### src/rtl/core/lsf_pkg.sv
// shared types, codes and defaults for the least-squares line fit
`default_nettype none

package lsf_pkg;

   localparam int MAX_POINTS_DEFAULT = 256;
   localparam logic signed [15:0] EVAL_X_RESET = 16'sd20992;

   typedef enum logic [2:0] {
      STAT_OK        = 3'd0,
      STAT_TOO_FEW   = 3'd1,
      STAT_VERTICAL  = 3'd2,
      STAT_ZERO_VAR  = 3'd3,
      STAT_OVERFLOW  = 3'd4
   } status_type;

   typedef struct packed {
      logic signed [15:0] x;
      logic signed [15:0] y;
      logic               last;
   } req_type;

   typedef struct packed {
      logic signed [31:0] slope;
      logic signed [31:0] intercept;
      logic [16:0]        r_squared;
      logic signed [31:0] fitted_y;
      logic [8:0]         point_count;
      status_type         status;
   } rsp_type;

endpackage

`default_nettype wire

### src/rtl/core/lsf_req_if.sv
// point channel: valid/ready with one point as payload
`default_nettype none

interface lsf_req_if;
   logic             valid;
   logic             ready;
   lsf_pkg::req_type payload;
   modport source (output valid, output payload, input ready);
   modport sink (input valid, input payload, output ready);
endinterface

`default_nettype wire

### src/rtl/core/lsf_rsp_if.sv
// fit result channel: valid/ready with one fit as payload
`default_nettype none

interface lsf_rsp_if;
   logic             valid;
   logic             ready;
   lsf_pkg::rsp_type payload;
   modport source (output valid, output payload, input ready);
   modport sink (input valid, input payload, output ready);
endinterface

`default_nettype wire

### src/rtl/core/least_squares_line_fit.sv
// least-squares line fit over a stream of points, shared multiplier and divider
//
//   channel   dir   handshake            payload
//   req_ch    in    valid/ready          x, y, last
//   rsp_ch    out   valid/ready          slope, intercept, r_squared, fitted_y,
//                                        point_count, status
//   csr       in    csr_wr_en            csr_wr_data = eval_x
//
// a point is the transfer, then x*x, x*y, y*y in turn through one 16x16 multiplier.
// a last point adds the fit: 11 products on a shift-add multiplier and up to 4 quotients
// on a restoring divider. reset is synchronous and clears the sums and the count.
// req_ch is not ready from a transfer until the point (and any fit) is done, and a
// fit holds until rsp_ch takes it.
`default_nettype none

module least_squares_line_fit #(
   parameter int MAX_POINTS = lsf_pkg::MAX_POINTS_DEFAULT
) (
   input  wire logic        clock,
   input  wire logic        reset,
   lsf_req_if.sink          req_ch,
   lsf_rsp_if.source        rsp_ch,
   input  wire logic        csr_wr_en,
   input  wire logic [15:0] csr_wr_data
);

   localparam int CW   = $clog2(MAX_POINTS + 1);
   localparam int SW   = 16 + CW;
   localparam int QW   = 32 + CW;
   localparam int PW   = 2 * CW + 32;
   localparam int BW   = 2 * CW + 47;
   localparam int MW   = 2 * PW;
   localparam int NUMW = MW + 16;
   localparam int DENW = MW;
   localparam int MCW  = $clog2(PW);
   localparam int DCW  = $clog2(NUMW);

   typedef enum logic [6:0] {
      S_IDLE  = 7'b0000001,
      S_SQ    = 7'b0000010,
      S_SETUP = 7'b0000100,
      S_MUL   = 7'b0001000,
      S_DIV   = 7'b0010000,
      S_WB    = 7'b0100000,
      S_OUT   = 7'b1000000
   } state_type;

   typedef enum logic [1:0] {SQ_XX, SQ_XY, SQ_YY} sq_phase_type;

   typedef enum logic [3:0] {
      STEP_SXX_A, STEP_SXX_B, STEP_SYY_A, STEP_SYY_B, STEP_SXY_A, STEP_SXY_B,
      STEP_BN_A, STEP_BN_B, STEP_SLOPE, STEP_ICPT, STEP_FIT_M, STEP_FIT_D,
      STEP_R2_A, STEP_R2_B, STEP_R2_D
   } step_type;

   state_type          state_ff, state_in;
   step_type           step_ff, step_in;
   sq_phase_type       phase_ff, phase_in;
   logic signed [15:0] x_ff, x_in, y_ff, y_in, eval_x_ff, eval_x_in;
   logic               last_ff, last_in, ovf_ff, ovf_in;
   logic [CW-1:0]      count_ff, count_in;
   logic signed [SW-1:0] sum_x_ff, sum_x_in, sum_y_ff, sum_y_in;
   logic signed [QW-1:0] sum_xx_ff, sum_xx_in, sum_xy_ff, sum_xy_in, sum_yy_ff, sum_yy_in;
   logic [MW-1:0]      ma_ff, ma_in, macc_ff, macc_in;
   logic [PW-1:0]      mb_ff, mb_in;
   logic               mneg_ff, mneg_in, dneg_ff, dneg_in;
   logic [MCW-1:0]     mcnt_ff, mcnt_in;
   logic [NUMW-1:0]    dq_ff, dq_in;
   logic [DENW-1:0]    drem_ff, drem_in, dden_ff, dden_in, dd_ff, dd_in;
   logic [DCW-1:0]     dcnt_ff, dcnt_in;
   logic signed [MW-1:0] t_ff, t_in;
   logic signed [PW-1:0] sxx_ff, sxx_in, syy_ff, syy_in, sxy_ff, sxy_in;
   logic signed [BW-1:0] bnum_ff, bnum_in;
   logic signed [31:0] slope_ff, slope_in, icpt_ff, icpt_in, fit_ff, fit_in;
   logic [16:0]        r2_ff, r2_in;
   lsf_pkg::status_type status_ff, status_in;

   logic signed [15:0] sq_a, sq_b;
   logic signed [31:0] sq_p;
   logic signed [PW-1:0] mul_a, mul_b;
   logic [PW-1:0]      mag_a, mag_b;
   logic signed [NUMW-1:0] num_sel;
   logic [DENW-1:0]    den_sel;
   logic signed [MW-1:0] prod, diff;
   logic [DENW:0]      rem_sh;
   logic               rem_ge, rnd, big, fit_go, div_step;
   logic [NUMW:0]      qr;
   logic [31:0]        sat_q;
   logic [CW+8:0]      cnt_ext;

   assign req_ch.ready = (state_ff == S_IDLE);
   assign rsp_ch.valid = (state_ff == S_OUT);
   assign cnt_ext = {9'b0, count_ff};

   always_comb begin
      rsp_ch.payload.slope       = slope_ff;
      rsp_ch.payload.intercept   = icpt_ff;
      rsp_ch.payload.r_squared   = r2_ff;
      rsp_ch.payload.fitted_y    = fit_ff;
      rsp_ch.payload.point_count = cnt_ext[8:0];
      rsp_ch.payload.status      = status_ff;
   end

   // shared datapath terms
   always_comb begin
      case (phase_ff)
         SQ_XX: begin
            sq_a = x_ff;
            sq_b = x_ff;
         end
         SQ_XY: begin
            sq_a = x_ff;
            sq_b = y_ff;
         end
         default: begin
            sq_a = y_ff;
            sq_b = y_ff;
         end
      endcase
      sq_p = sq_a * sq_b;

      case (step_ff)
         STEP_SXX_A: begin
            mul_a = PW'(count_ff);
            mul_b = PW'(sum_xx_ff);
         end
         STEP_SXX_B: begin
            mul_a = PW'(sum_x_ff);
            mul_b = PW'(sum_x_ff);
         end
         STEP_SYY_A: begin
            mul_a = PW'(count_ff);
            mul_b = PW'(sum_yy_ff);
         end
         STEP_SYY_B: begin
            mul_a = PW'(sum_y_ff);
            mul_b = PW'(sum_y_ff);
         end
         STEP_SXY_A: begin
            mul_a = PW'(count_ff);
            mul_b = PW'(sum_xy_ff);
         end
         STEP_SXY_B: begin
            mul_a = PW'(sum_x_ff);
            mul_b = PW'(sum_y_ff);
         end
         STEP_BN_A: begin
            mul_a = PW'(sum_xx_ff);
            mul_b = PW'(sum_y_ff);
         end
         STEP_BN_B: begin
            mul_a = PW'(sum_x_ff);
            mul_b = PW'(sum_xy_ff);
         end
         STEP_FIT_M: begin
            mul_a = sxy_ff;
            mul_b = PW'(eval_x_ff);
         end
         STEP_R2_A: begin
            mul_a = sxy_ff;
            mul_b = sxy_ff;
         end
         default: begin
            mul_a = sxx_ff;
            mul_b = syy_ff;
         end
      endcase
      mag_a = mul_a[PW-1] ? -mul_a : mul_a;
      mag_b = mul_b[PW-1] ? -mul_b : mul_b;

      case (step_ff)
         STEP_SLOPE: begin
            num_sel  = NUMW'(sxy_ff) <<< 16;
            den_sel  = DENW'(sxx_ff);
            div_step = 1'b1;
         end
         STEP_ICPT: begin
            num_sel  = NUMW'(bnum_ff) <<< 8;
            den_sel  = DENW'(sxx_ff);
            div_step = 1'b1;
         end
         STEP_FIT_D: begin
            num_sel  = NUMW'(t_ff) <<< 8;
            den_sel  = DENW'(sxx_ff);
            div_step = 1'b1;
         end
         STEP_R2_D: begin
            num_sel  = NUMW'(t_ff) <<< 16;
            den_sel  = dd_ff;
            div_step = 1'b1;
         end
         default: begin
            num_sel  = NUMW'(t_ff);
            den_sel  = dd_ff;
            div_step = 1'b0;
         end
      endcase

      prod   = mneg_ff ? $signed(MW'(0) - macc_ff) : $signed(macc_ff);
      diff   = t_ff - prod;
      rem_sh = {drem_ff, dq_ff[NUMW-1]};
      rem_ge = (rem_sh >= {1'b0, dden_ff});
      // round half away from zero on the magnitude, then saturate
      rnd    = ({drem_ff, 1'b0} >= {1'b0, dden_ff});
      qr     = {1'b0, dq_ff} + (NUMW+1)'(rnd);
      big    = |qr[NUMW:31];
      if (dneg_ff) begin
         sat_q = big ? 32'h8000_0000 : 32'd0 - qr[31:0];
      end else begin
         sat_q = big ? 32'h7FFF_FFFF : qr[31:0];
      end
   end

   always_comb begin
      state_in  = state_ff;
      step_in   = step_ff;
      phase_in  = phase_ff;
      x_in      = x_ff;
      y_in      = y_ff;
      last_in   = last_ff;
      eval_x_in = eval_x_ff;
      ovf_in    = ovf_ff;
      count_in  = count_ff;
      sum_x_in  = sum_x_ff;
      sum_y_in  = sum_y_ff;
      sum_xx_in = sum_xx_ff;
      sum_xy_in = sum_xy_ff;
      sum_yy_in = sum_yy_ff;
      ma_in     = ma_ff;
      mb_in     = mb_ff;
      macc_in   = macc_ff;
      mneg_in   = mneg_ff;
      mcnt_in   = mcnt_ff;
      dq_in     = dq_ff;
      drem_in   = drem_ff;
      dden_in   = dden_ff;
      dneg_in   = dneg_ff;
      dcnt_in   = dcnt_ff;
      dd_in     = dd_ff;
      t_in      = t_ff;
      sxx_in    = sxx_ff;
      syy_in    = syy_ff;
      sxy_in    = sxy_ff;
      bnum_in   = bnum_ff;
      slope_in  = slope_ff;
      icpt_in   = icpt_ff;
      fit_in    = fit_ff;
      r2_in     = r2_ff;
      status_in = status_ff;
      fit_go    = 1'b0;

      if (csr_wr_en) begin
         eval_x_in = csr_wr_data;
      end

      case (state_ff)
         S_IDLE: begin
            if (req_ch.valid) begin
               x_in    = req_ch.payload.x;
               y_in    = req_ch.payload.y;
               last_in = req_ch.payload.last;
               if (count_ff < CW'(MAX_POINTS)) begin
                  count_in = count_ff + CW'(1);
                  sum_x_in = sum_x_ff + SW'(req_ch.payload.x);
                  sum_y_in = sum_y_ff + SW'(req_ch.payload.y);
                  phase_in = SQ_XX;
                  state_in = S_SQ;
               end else begin
                  // point dropped, count stays saturated
                  ovf_in = 1'b1;
                  fit_go = req_ch.payload.last;
               end
            end
         end
         S_SQ: begin
            case (phase_ff)
               SQ_XX: begin
                  sum_xx_in = sum_xx_ff + QW'(sq_p);
                  phase_in  = SQ_XY;
               end
               SQ_XY: begin
                  sum_xy_in = sum_xy_ff + QW'(sq_p);
                  phase_in  = SQ_YY;
               end
               default: begin
                  sum_yy_in = sum_yy_ff + QW'(sq_p);
                  state_in  = S_IDLE;
                  fit_go    = last_ff;
               end
            endcase
         end
         S_SETUP: begin
            if (div_step) begin
               dneg_in  = num_sel[NUMW-1];
               dq_in    = num_sel[NUMW-1] ? -num_sel : num_sel;
               drem_in  = '0;
               dden_in  = den_sel;
               dcnt_in  = '0;
               state_in = S_DIV;
            end else begin
               mneg_in  = mul_a[PW-1] ^ mul_b[PW-1];
               ma_in    = MW'(mag_a);
               mb_in    = mag_b;
               macc_in  = '0;
               mcnt_in  = '0;
               state_in = S_MUL;
            end
         end
         S_MUL: begin
            if (mb_ff[0]) begin
               macc_in = macc_ff + ma_ff;
            end
            ma_in   = ma_ff << 1;
            mb_in   = mb_ff >> 1;
            mcnt_in = mcnt_ff + MCW'(1);
            if (mcnt_ff == MCW'(PW - 1)) begin
               state_in = S_WB;
            end
         end
         S_DIV: begin
            drem_in = rem_ge ? DENW'(rem_sh - {1'b0, dden_ff}) : rem_sh[DENW-1:0];
            dq_in   = {dq_ff[NUMW-2:0], rem_ge};
            dcnt_in = dcnt_ff + DCW'(1);
            if (dcnt_ff == DCW'(NUMW - 1)) begin
               state_in = S_WB;
            end
         end
         S_WB: begin
            state_in = S_SETUP;
            case (step_ff)
               STEP_SXX_A: begin
                  t_in    = prod;
                  step_in = STEP_SXX_B;
               end
               STEP_SXX_B: begin
                  sxx_in  = diff[PW-1:0];
                  step_in = STEP_SYY_A;
                  // all x equal: fixed slope of one through the origin
                  if (diff[PW-1:0] == '0) begin
                     slope_in  = 32'sh0001_0000;
                     icpt_in   = '0;
                     fit_in    = {{8{eval_x_ff[15]}}, eval_x_ff, 8'b0};
                     r2_in     = '0;
                     status_in = lsf_pkg::STAT_VERTICAL;
                     state_in  = S_OUT;
                  end
               end
               STEP_SYY_A: begin
                  t_in    = prod;
                  step_in = STEP_SYY_B;
               end
               STEP_SYY_B: begin
                  syy_in  = diff[PW-1:0];
                  step_in = STEP_SXY_A;
               end
               STEP_SXY_A: begin
                  t_in    = prod;
                  step_in = STEP_SXY_B;
               end
               STEP_SXY_B: begin
                  sxy_in  = diff[PW-1:0];
                  step_in = STEP_BN_A;
               end
               STEP_BN_A: begin
                  t_in    = prod;
                  step_in = STEP_BN_B;
               end
               STEP_BN_B: begin
                  bnum_in = diff[BW-1:0];
                  step_in = STEP_SLOPE;
               end
               STEP_SLOPE: begin
                  slope_in = sat_q;
                  step_in  = STEP_ICPT;
               end
               STEP_ICPT: begin
                  icpt_in = sat_q;
                  step_in = STEP_FIT_M;
               end
               STEP_FIT_M: begin
                  t_in    = prod + MW'(bnum_ff);
                  step_in = STEP_FIT_D;
               end
               STEP_FIT_D: begin
                  fit_in  = sat_q;
                  step_in = STEP_R2_A;
                  if (syy_ff == '0) begin
                     r2_in     = '0;
                     status_in = lsf_pkg::STAT_ZERO_VAR;
                     state_in  = S_OUT;
                  end
               end
               STEP_R2_A: begin
                  t_in    = prod;
                  step_in = STEP_R2_B;
               end
               STEP_R2_B: begin
                  dd_in   = prod;
                  step_in = STEP_R2_D;
               end
               default: begin
                  r2_in     = qr[16:0];
                  status_in = ovf_ff ? lsf_pkg::STAT_OVERFLOW : lsf_pkg::STAT_OK;
                  state_in  = S_OUT;
               end
            endcase
         end
         S_OUT: begin
            if (rsp_ch.ready) begin
               count_in  = '0;
               sum_x_in  = '0;
               sum_y_in  = '0;
               sum_xx_in = '0;
               sum_xy_in = '0;
               sum_yy_in = '0;
               ovf_in    = 1'b0;
               state_in  = S_IDLE;
            end
         end
         default: begin
            state_in = S_IDLE;
         end
      endcase

      if (fit_go) begin
         if (count_ff < CW'(2)) begin
            slope_in  = '0;
            icpt_in   = '0;
            fit_in    = '0;
            r2_in     = '0;
            status_in = lsf_pkg::STAT_TOO_FEW;
            state_in  = S_OUT;
         end else begin
            step_in  = STEP_SXX_A;
            state_in = S_SETUP;
         end
      end
   end

   always_ff @(posedge clock) begin
      if (reset) begin
         state_ff  <= S_IDLE;
         count_ff  <= '0;
         sum_x_ff  <= '0;
         sum_y_ff  <= '0;
         sum_xx_ff <= '0;
         sum_xy_ff <= '0;
         sum_yy_ff <= '0;
         ovf_ff    <= 1'b0;
         eval_x_ff <= lsf_pkg::EVAL_X_RESET;
      end else begin
         state_ff  <= state_in;
         count_ff  <= count_in;
         sum_x_ff  <= sum_x_in;
         sum_y_ff  <= sum_y_in;
         sum_xx_ff <= sum_xx_in;
         sum_xy_ff <= sum_xy_in;
         sum_yy_ff <= sum_yy_in;
         ovf_ff    <= ovf_in;
         eval_x_ff <= eval_x_in;
      end
   end

   always_ff @(posedge clock) begin
      step_ff   <= step_in;
      phase_ff  <= phase_in;
      x_ff      <= x_in;
      y_ff      <= y_in;
      last_ff   <= last_in;
      ma_ff     <= ma_in;
      mb_ff     <= mb_in;
      macc_ff   <= macc_in;
      mneg_ff   <= mneg_in;
      mcnt_ff   <= mcnt_in;
      dq_ff     <= dq_in;
      drem_ff   <= drem_in;
      dden_ff   <= dden_in;
      dneg_ff   <= dneg_in;
      dcnt_ff   <= dcnt_in;
      dd_ff     <= dd_in;
      t_ff      <= t_in;
      sxx_ff    <= sxx_in;
      syy_ff    <= syy_in;
      sxy_ff    <= sxy_in;
      bnum_ff   <= bnum_in;
      slope_ff  <= slope_in;
      icpt_ff   <= icpt_in;
      fit_ff    <= fit_in;
      r2_ff     <= r2_in;
      status_ff <= status_in;
   end

endmodule

`default_nettype wire
### src/flat_wrapper.sv
// flat-port wrapper written by rule: the top's interface ports become plain ports
module least_squares_line_fit_flat 
#(
   parameter int MAX_POINTS = lsf_pkg::MAX_POINTS_DEFAULT
)
  (clock, reset, csr_wr_en, csr_wr_data, req_ch_valid, req_ch_payload, req_ch_ready, rsp_ch_valid, rsp_ch_payload, rsp_ch_ready);
  lsf_req_if req_ch_i ();
  lsf_rsp_if rsp_ch_i ();
  input  wire logic clock;
  input  wire logic reset;
  input  wire logic csr_wr_en;
  input  wire logic [15:0] csr_wr_data;
  input wire logic [$bits(req_ch_i.valid)-1:0] req_ch_valid;
  input wire logic [$bits(req_ch_i.payload)-1:0] req_ch_payload;
  output wire logic [$bits(req_ch_i.ready)-1:0] req_ch_ready;
  output wire logic [$bits(rsp_ch_i.valid)-1:0] rsp_ch_valid;
  output wire logic [$bits(rsp_ch_i.payload)-1:0] rsp_ch_payload;
  input wire logic [$bits(rsp_ch_i.ready)-1:0] rsp_ch_ready;
  assign req_ch_i.valid = req_ch_valid;
  assign req_ch_i.payload = req_ch_payload;
  assign req_ch_ready = req_ch_i.ready;
  assign rsp_ch_valid = rsp_ch_i.valid;
  assign rsp_ch_payload = rsp_ch_i.payload;
  assign rsp_ch_i.ready = rsp_ch_ready;
  least_squares_line_fit #(.MAX_POINTS(MAX_POINTS)) u_core (.clock(clock), .reset(reset), .req_ch(req_ch_i), .rsp_ch(rsp_ch_i), .csr_wr_en(csr_wr_en), .csr_wr_data(csr_wr_data));
endmodule
### config.mk
export PLATFORM = sky130hd
export DESIGN_NAME = least_squares_line_fit_flat
export DESIGN_NICKNAME = d
export VERILOG_FILES = /design/src/rtl/core/lsf_pkg.sv /design/src/rtl/core/lsf_req_if.sv /design/src/rtl/core/lsf_rsp_if.sv /design/src/rtl/core/least_squares_line_fit.sv /design/src/flat_wrapper.sv
export SDC_FILE = /design/constraint.sdc
export NUM_CORES = 2
export LEC_CHECK = 0
export BUFFER_PORTS_ARGS = -buffer_cell sky130_fd_sc_hd__buf_2
export CELL_PAD_IN_SITES_DETAIL_PLACEMENT = 1
export CELL_PAD_IN_SITES_GLOBAL_PLACEMENT = 1
export CORE_ASPECT_RATIO = 0.5
export CORE_MARGIN = 8
export CORE_UTILIZATION = 30
export CTS_CLUSTER_SIZE = 16
export DETAILED_ROUTE_END_ITERATION = 7
export PLACE_DENSITY = 0.55
export SETUP_SLACK_MARGIN = 0.15
export SLEW_MARGIN = 30
export SYNTH_ARGS = -nofsm -noshare
export SYNTH_HDL_FRONTEND = slang
export SYNTH_SLANG_ARGS = --single-unit
### constraint.sdc
create_clock -name clock -period 20 [get_ports clock]
set_input_delay 4 -clock clock [delete_from_list [all_inputs] [get_ports clock]]
set_output_delay 4 -clock clock [all_outputs]
set_load 0.01 [all_outputs]
== Word level (Yosys, flattened, before mapping) ==
Index checks and enable logic that the tools add are counted.
Operators by class
  eq/ne operators: 41
  multiplexer cells: 106
  add/subtract/negate cells: 18
  bitwise operators: 2
  order comparisons: 4
  multipliers: 1
  reduce and logical (&&, ||, !) cells: 40
Operator list (number)
  $pmux 100 s2: 4
  $mux 100: 7
  $mux 32: 15
  $pmux 116 s4: 1
  $pmux 50 s7: 1
  $pmux 50 s5: 1
  $pmux 41 s2: 3
  $mux 116: 2
  $pmux 116 s2: 1
  $ge 101x100->1: 2
  $pmux 32 s2: 3
  $mux 41: 4
  $mux 50: 3
  $mux 25: 5
  $add 41x32->41: 3
  $add 116x1->117: 1
  $neg 116->116: 1
  $add 100x100->100: 1
  $add 100x65->100: 1
  $logic_not 50->1: 2
  $neg 50->50: 2
  $pmux 25 s2: 2
  $pmux 50 s2: 1
  $sub 1x100->100 const A: 1
  62 further kinds: 145
Storage, ports and cells
  word-level logic and storage cells: 247
  output and inout port bits: 127
  flip-flop bits (word level): 1357

== Depth between registers and ports, before layout ==
  depth in word-level cells: 9
  depth in mapped cells: 47

== Worst setup path after synthesis ==
OpenSTA, ideal clock, no wires.
  kind: register to register
  from: register u_core.step_ff[0]
  to: register u_core.ma_ff[0], enable pin
  cell stages (with the launch flop): 13
  path buffers: 8
  period minus slack after synthesis: 13.899 ns
  required time: 19.113 ns
  arrival time: 13.012 ns
  path slack: 6.101 ns
  setup time: 0.887 ns
  path through: dfxtp_1 buf_2 nor2b_1 buf_2 xnor2_1 nor2_1 buf_2 buf_4 clkbuf_1 clkbuf_1 clkbuf_1 clkbuf_1 o21ai_0
On the way
  longest elaborated chain between the ends: 5
  elaborated cells between the ends (all ways): 8
  classes of those cells: eq/ne (5); mux (1); reduce/logical (2)
Ends and longest elaborated chain
  from (decl): RTL line least_squares_line_fit.sv:57  | step_type step_ff, step_in;
  from (signal assigned): RTL line least_squares_line_fit.sv:465  | step_ff <= step_in;
  $eq 4x4->1: RTL line least_squares_line_fit.sv:171  | case (step_ff)
  $reduce_or 4->1 (no line) (*)
  $mux 1 (*): RTL line least_squares_line_fit.sv:171
  $ne 2x2->1 (no line) (*)
  $reduce_and 2->1 (no line) (*)
  to (signal assigned): RTL line least_squares_line_fit.sv:470  | ma_ff <= ma_in;
  to (decl): RTL line least_squares_line_fit.sv:64  | logic [MW-1:0] ma_ff, ma_in, macc_ff, macc_in;
Every way passes the cells marked *; elsewhere a longest branch is shown, timed or not.
A chain may end at the register's enable or synchronous reset.

== Worst setup path in the final report ==
  from: register u_core.phase_ff[1]
  to: register u_core.sum_yy_ff[39]
On the way
  longest elaborated chain between the ends: 7
  elaborated cells between the ends (all ways): 11
  classes of those cells: add/sub (1); mul (1); eq/ne (2); mux (4); reduce/logical (3)
Ends and longest elaborated chain
  from (decl): RTL line least_squares_line_fit.sv:58  | sq_phase_type phase_ff, phase_in;
  from (signal assigned): RTL line least_squares_line_fit.sv:466  | phase_ff <= phase_in;
  $eq 2x1->1 / $logic_not 2->1 (equally long branches): RTL line least_squares_line_fit.sv:106, least_squares_line_fit.sv:276
  $reduce_or 2->1 (no line)
  $mux 16: RTL line least_squares_line_fit.sv:106  | case (phase_ff)
  $mul 16x16->32: RTL line least_squares_line_fit.sv:120  | sq_p = sq_a * sq_b;
  $add 41x32->41: RTL line least_squares_line_fit.sv:286  | sum_yy_in = sum_yy_ff + QW'(sq_p);
  $mux 41: RTL line least_squares_line_fit.sv:276  | case (phase_ff)
  $pmux 41 s2: RTL line least_squares_line_fit.sv:256  | case (state_ff)
  to (signal assigned): RTL line least_squares_line_fit.sv:458  | sum_yy_ff <= sum_yy_in;
  to (decl): RTL line least_squares_line_fit.sv:63  | logic signed [QW-1:0] sum_xx_ff, sum_xx_in, sum_xy_ff, sum_xy_in, sum_yy_ff, sum_yy_in;
Parallel ways exist; a longest one is shown, timed or not. The select of a mux whose other input is x is not followed.

==> metrics <==
status finished, final reports clean; syn_nets 13.1k; post-synthesis xor/xnor area fraction 7.19%; starting density of the core 30.0%; crit path to u_core.sum_yy_ff[39]; synth unique cells approximately 110; worst hold-check path type reg -> reg; top_reg_cell synth edfxtp_1; Hold Violations, Final 0; Final Cycle Share 56.3%; Max Freq around 90 MHz; Worst Skew 101 ps; number of global-route vias before repair 96.7k; GPL Wtd Cong 0.920; htree depth 4; Die X 860 um; I/O pin count 181; Synth-to-Final Area Change 11.0%; Critical Path RT 20740 ps; Yosys top cell area share 29.0%; post-synthesis simple-gate area fraction about 17%; Routed Antenna Nets 0; num rows approximately 160; Root Buffer clkbuf_16; Critical R2R Launch u_core.phase_ff[1]; core footprint 356000 um^2; Final Cell Area 119000 um^2; area post-placement 113000 um^2; main area contributors after synthesis edfxtp_1, ha_1, dfxtp_1; most used cell, CP inv_1; setup bufs post-CTS 0; Async S/R FF share, synth 0%; crit path max fanout 46; post-synthesis mux area share 2.56%; RSZ-0062 raised after global routing false; pin count of the biggest net entering global routing approximately 140; Synth Area per Inst 8.82 um^2; Worst Setup End Kind flop; Yosys reg bits 1357; PostCTS Resize Cnt 0; DRT Pass-1 Iters 6; # fillers 41.3k; CP max stage cell mux2i_1; routed vias/inst 5.67; largest family of logic cells by synthesized area compound AO/OA/AOI/OAI gates; CTS tree built; Ys Warns 0; Seq/Total Area, Yosys 35.1%; Synth Area in Adders 12.4%; CP Data Arrival Time 11990 ps; final number of setup-violating endpoints 0; Via Count 96.2k; Syn Std Cell Area 107000 um^2; R2R setup slack 8740 ps; CTS Sinks 1357; later-pin clock latency in the skew report around 900 ps; number of I/O port buffers 180; WL/cell 28.0 um; normalized max-slew margin a little over a fifth; worst r2r dst u_core.sum_yy_ff[39]; GR Overflow Total 0; Num CTS Buffers 161; post-DP HPWL between 300000 and 400000 um; DRC 0; share of layout cells above drive strength 1 7.65%; worst reg2reg path depth 40; clk buf depth 4; compound-cell area share of the yosys netlist a little over a fifth; crit-path max cell delay 810 ps; Reg clk slew, reported paths 70 ps; Crit Path Class reg -> reg; min cycle time layout 11260 ps; first-pass GRT wire length 689000 um; Synth area leader edfxtp_1; die height 438 um; commonest non-fill, non-tap cell in the layout nor2_1; total global-route track usage 24.2%; cts hold-fix bufs 0; cells after synthesis 12.1k; number of max-slew violations in the final report 0; drt initial violations 8727; max cap viols 0; Post-synth EDFFs 1031; most frequent cells in the layout nor2_1, a21oi_1, nand2_1; Final Routed Wirelength 475000 um; die area 377000 um^2; initial antenna violation count 36; startpoint types flop; nets 13.0k; Setup TNS Final 0 ps; origin of the worst setup path u_core.phase_ff[1]; Worst-Margin Slew 1170 ps
==> kinds of logic after synthesis <==
group / Yosys count
flip-flops: 1357
buffers and inverters: 1295
XOR/XNOR: 877
adder cells (fa/ha/maj): 900
AND/OR/NAND/NOR: 3885
AO/OA/AOI/OAI: 3542
multiplexers: 260
==> metal layers <==
metal / share of wire (%) / vias up / GRT usage [%] / wire length (um)
li1: - / 43771 / - / -
met1: 46 / 49236 / 34.0 / 218000
met2: 46 / 2619 / 39.4 / 216000
met3: 5.8 / 555 / 3.18 / 27500
met4: 2.8 / 14 / 6.14 / 13100
met5: 0.021 / - / 0 / 98
==> state kept, by name, summed over array words and instances, names as in the netlist, 41 cells and up <==
| name | flops |
|---|---|
| u_core.dden_ff | 100 |
| u_core.mb_ff | 50 |
| u_core.macc_ff | 100 |
| u_core.sxy_ff | 50 |
| u_core.dd_ff | 100 |
| u_core.sum_yy_ff | 41 |
| u_core.sum_xy_ff | 41 |
| u_core.dq_ff | 116 |
| u_core.syy_ff | 50 |
| u_core.t_ff | 100 |
| u_core.drem_ff | 100 |
| u_core.sum_xx_ff | 41 |
| u_core.ma_ff | 100 |
| u_core.bnum_ff | 65 |
| u_core.sxx_ff | 50 |
==> cells in the mapped netlist (87+ instances only) <==
library cell     n
a22oi_1        120
a21o_1         367
edfxtp_1      1031
xnor2_1        458
nand2_1       1065
clkbuf_1       490
and2_1         125
xor2_1         419
fa_1           271
nand4_1        171
nor3_1         217
a31oi_1        129
and3_1         116
o31ai_1         96
inv_1          693
nand2b_1       115
nor2b_1        109
or3_1           87
ha_1           629
mux2_2         104
o21bai_1        97
a21oi_1       1137
nand3_1        334
o21ai_0        747
dfxtp_1        326
mux2i_1        156
nor2_1        1242
==> layout make-up <==
cell class / count / area [um^2] / area share [%]
Antenna cell: 11 / 27.5 / 0.0232
Clock buffer: 195 / 4440 / 3.74
Clock inverter: 89 / 830 / 0.700
Inverter: 695 / 2610 / 2.20
Multi-Input combinational cell: 9464 / 64800 / 54.7
Sequential cell: 1357 / 37500 / 31.6
Tap cell: 4788 / 5990 / 5.05
Timing Repair Buffer: 363 / 2380 / 2.01
==> worst min path at each step <==
stage / from / to / slack (ps) / cells after the start
after floorplan: u_core.ovf_ff / u_core.ovf_ff / 440 / 2
after global placement: u_core.slope_ff[11] / u_core.slope_ff[11] / 430 / 2
after detailed placement: u_core.slope_ff[15] / u_core.slope_ff[15] / 440 / 2
after CTS: u_core.r2_ff[4] / u_core.r2_ff[4] / 460 / 2
after global routing: u_core.icpt_ff[1] / u_core.icpt_ff[1] / 490 / 1
final: u_core.r2_ff[4] / u_core.r2_ff[4] / 460 / 2
==> per-stage QoR <==
step | std cells | setup slack, ps | hold slack (ps) | util (%)
5_1_grt | 16953 | 7870 | 488 | 33.3
2_1_floorplan | 12116 | 6100 | 440 | -
4_1_cts | 16949 | 8660 | 459 | 33.3
3_5_place_dp | 16665 | 8670 | 442 | 31.8
6_report | 16962 | 8740 | 458 | 33.3
3_3_place_gp | 16664 | 8750 | 432 | 31.8
==> worst max-delay path, delay by kind of cell, from the launching register on <==
family	cells	cell delay, ps
fa+ha+maj	8	3310
compound gates	15	3580
xor+xnor	2	770
buf+inv	8	1100
mux	1	810
flops	1	360
simple gates	6	1130
Power is not shown: default switching activity piles up to over one toggle a cycle in this logic, so the estimate is an artifact.
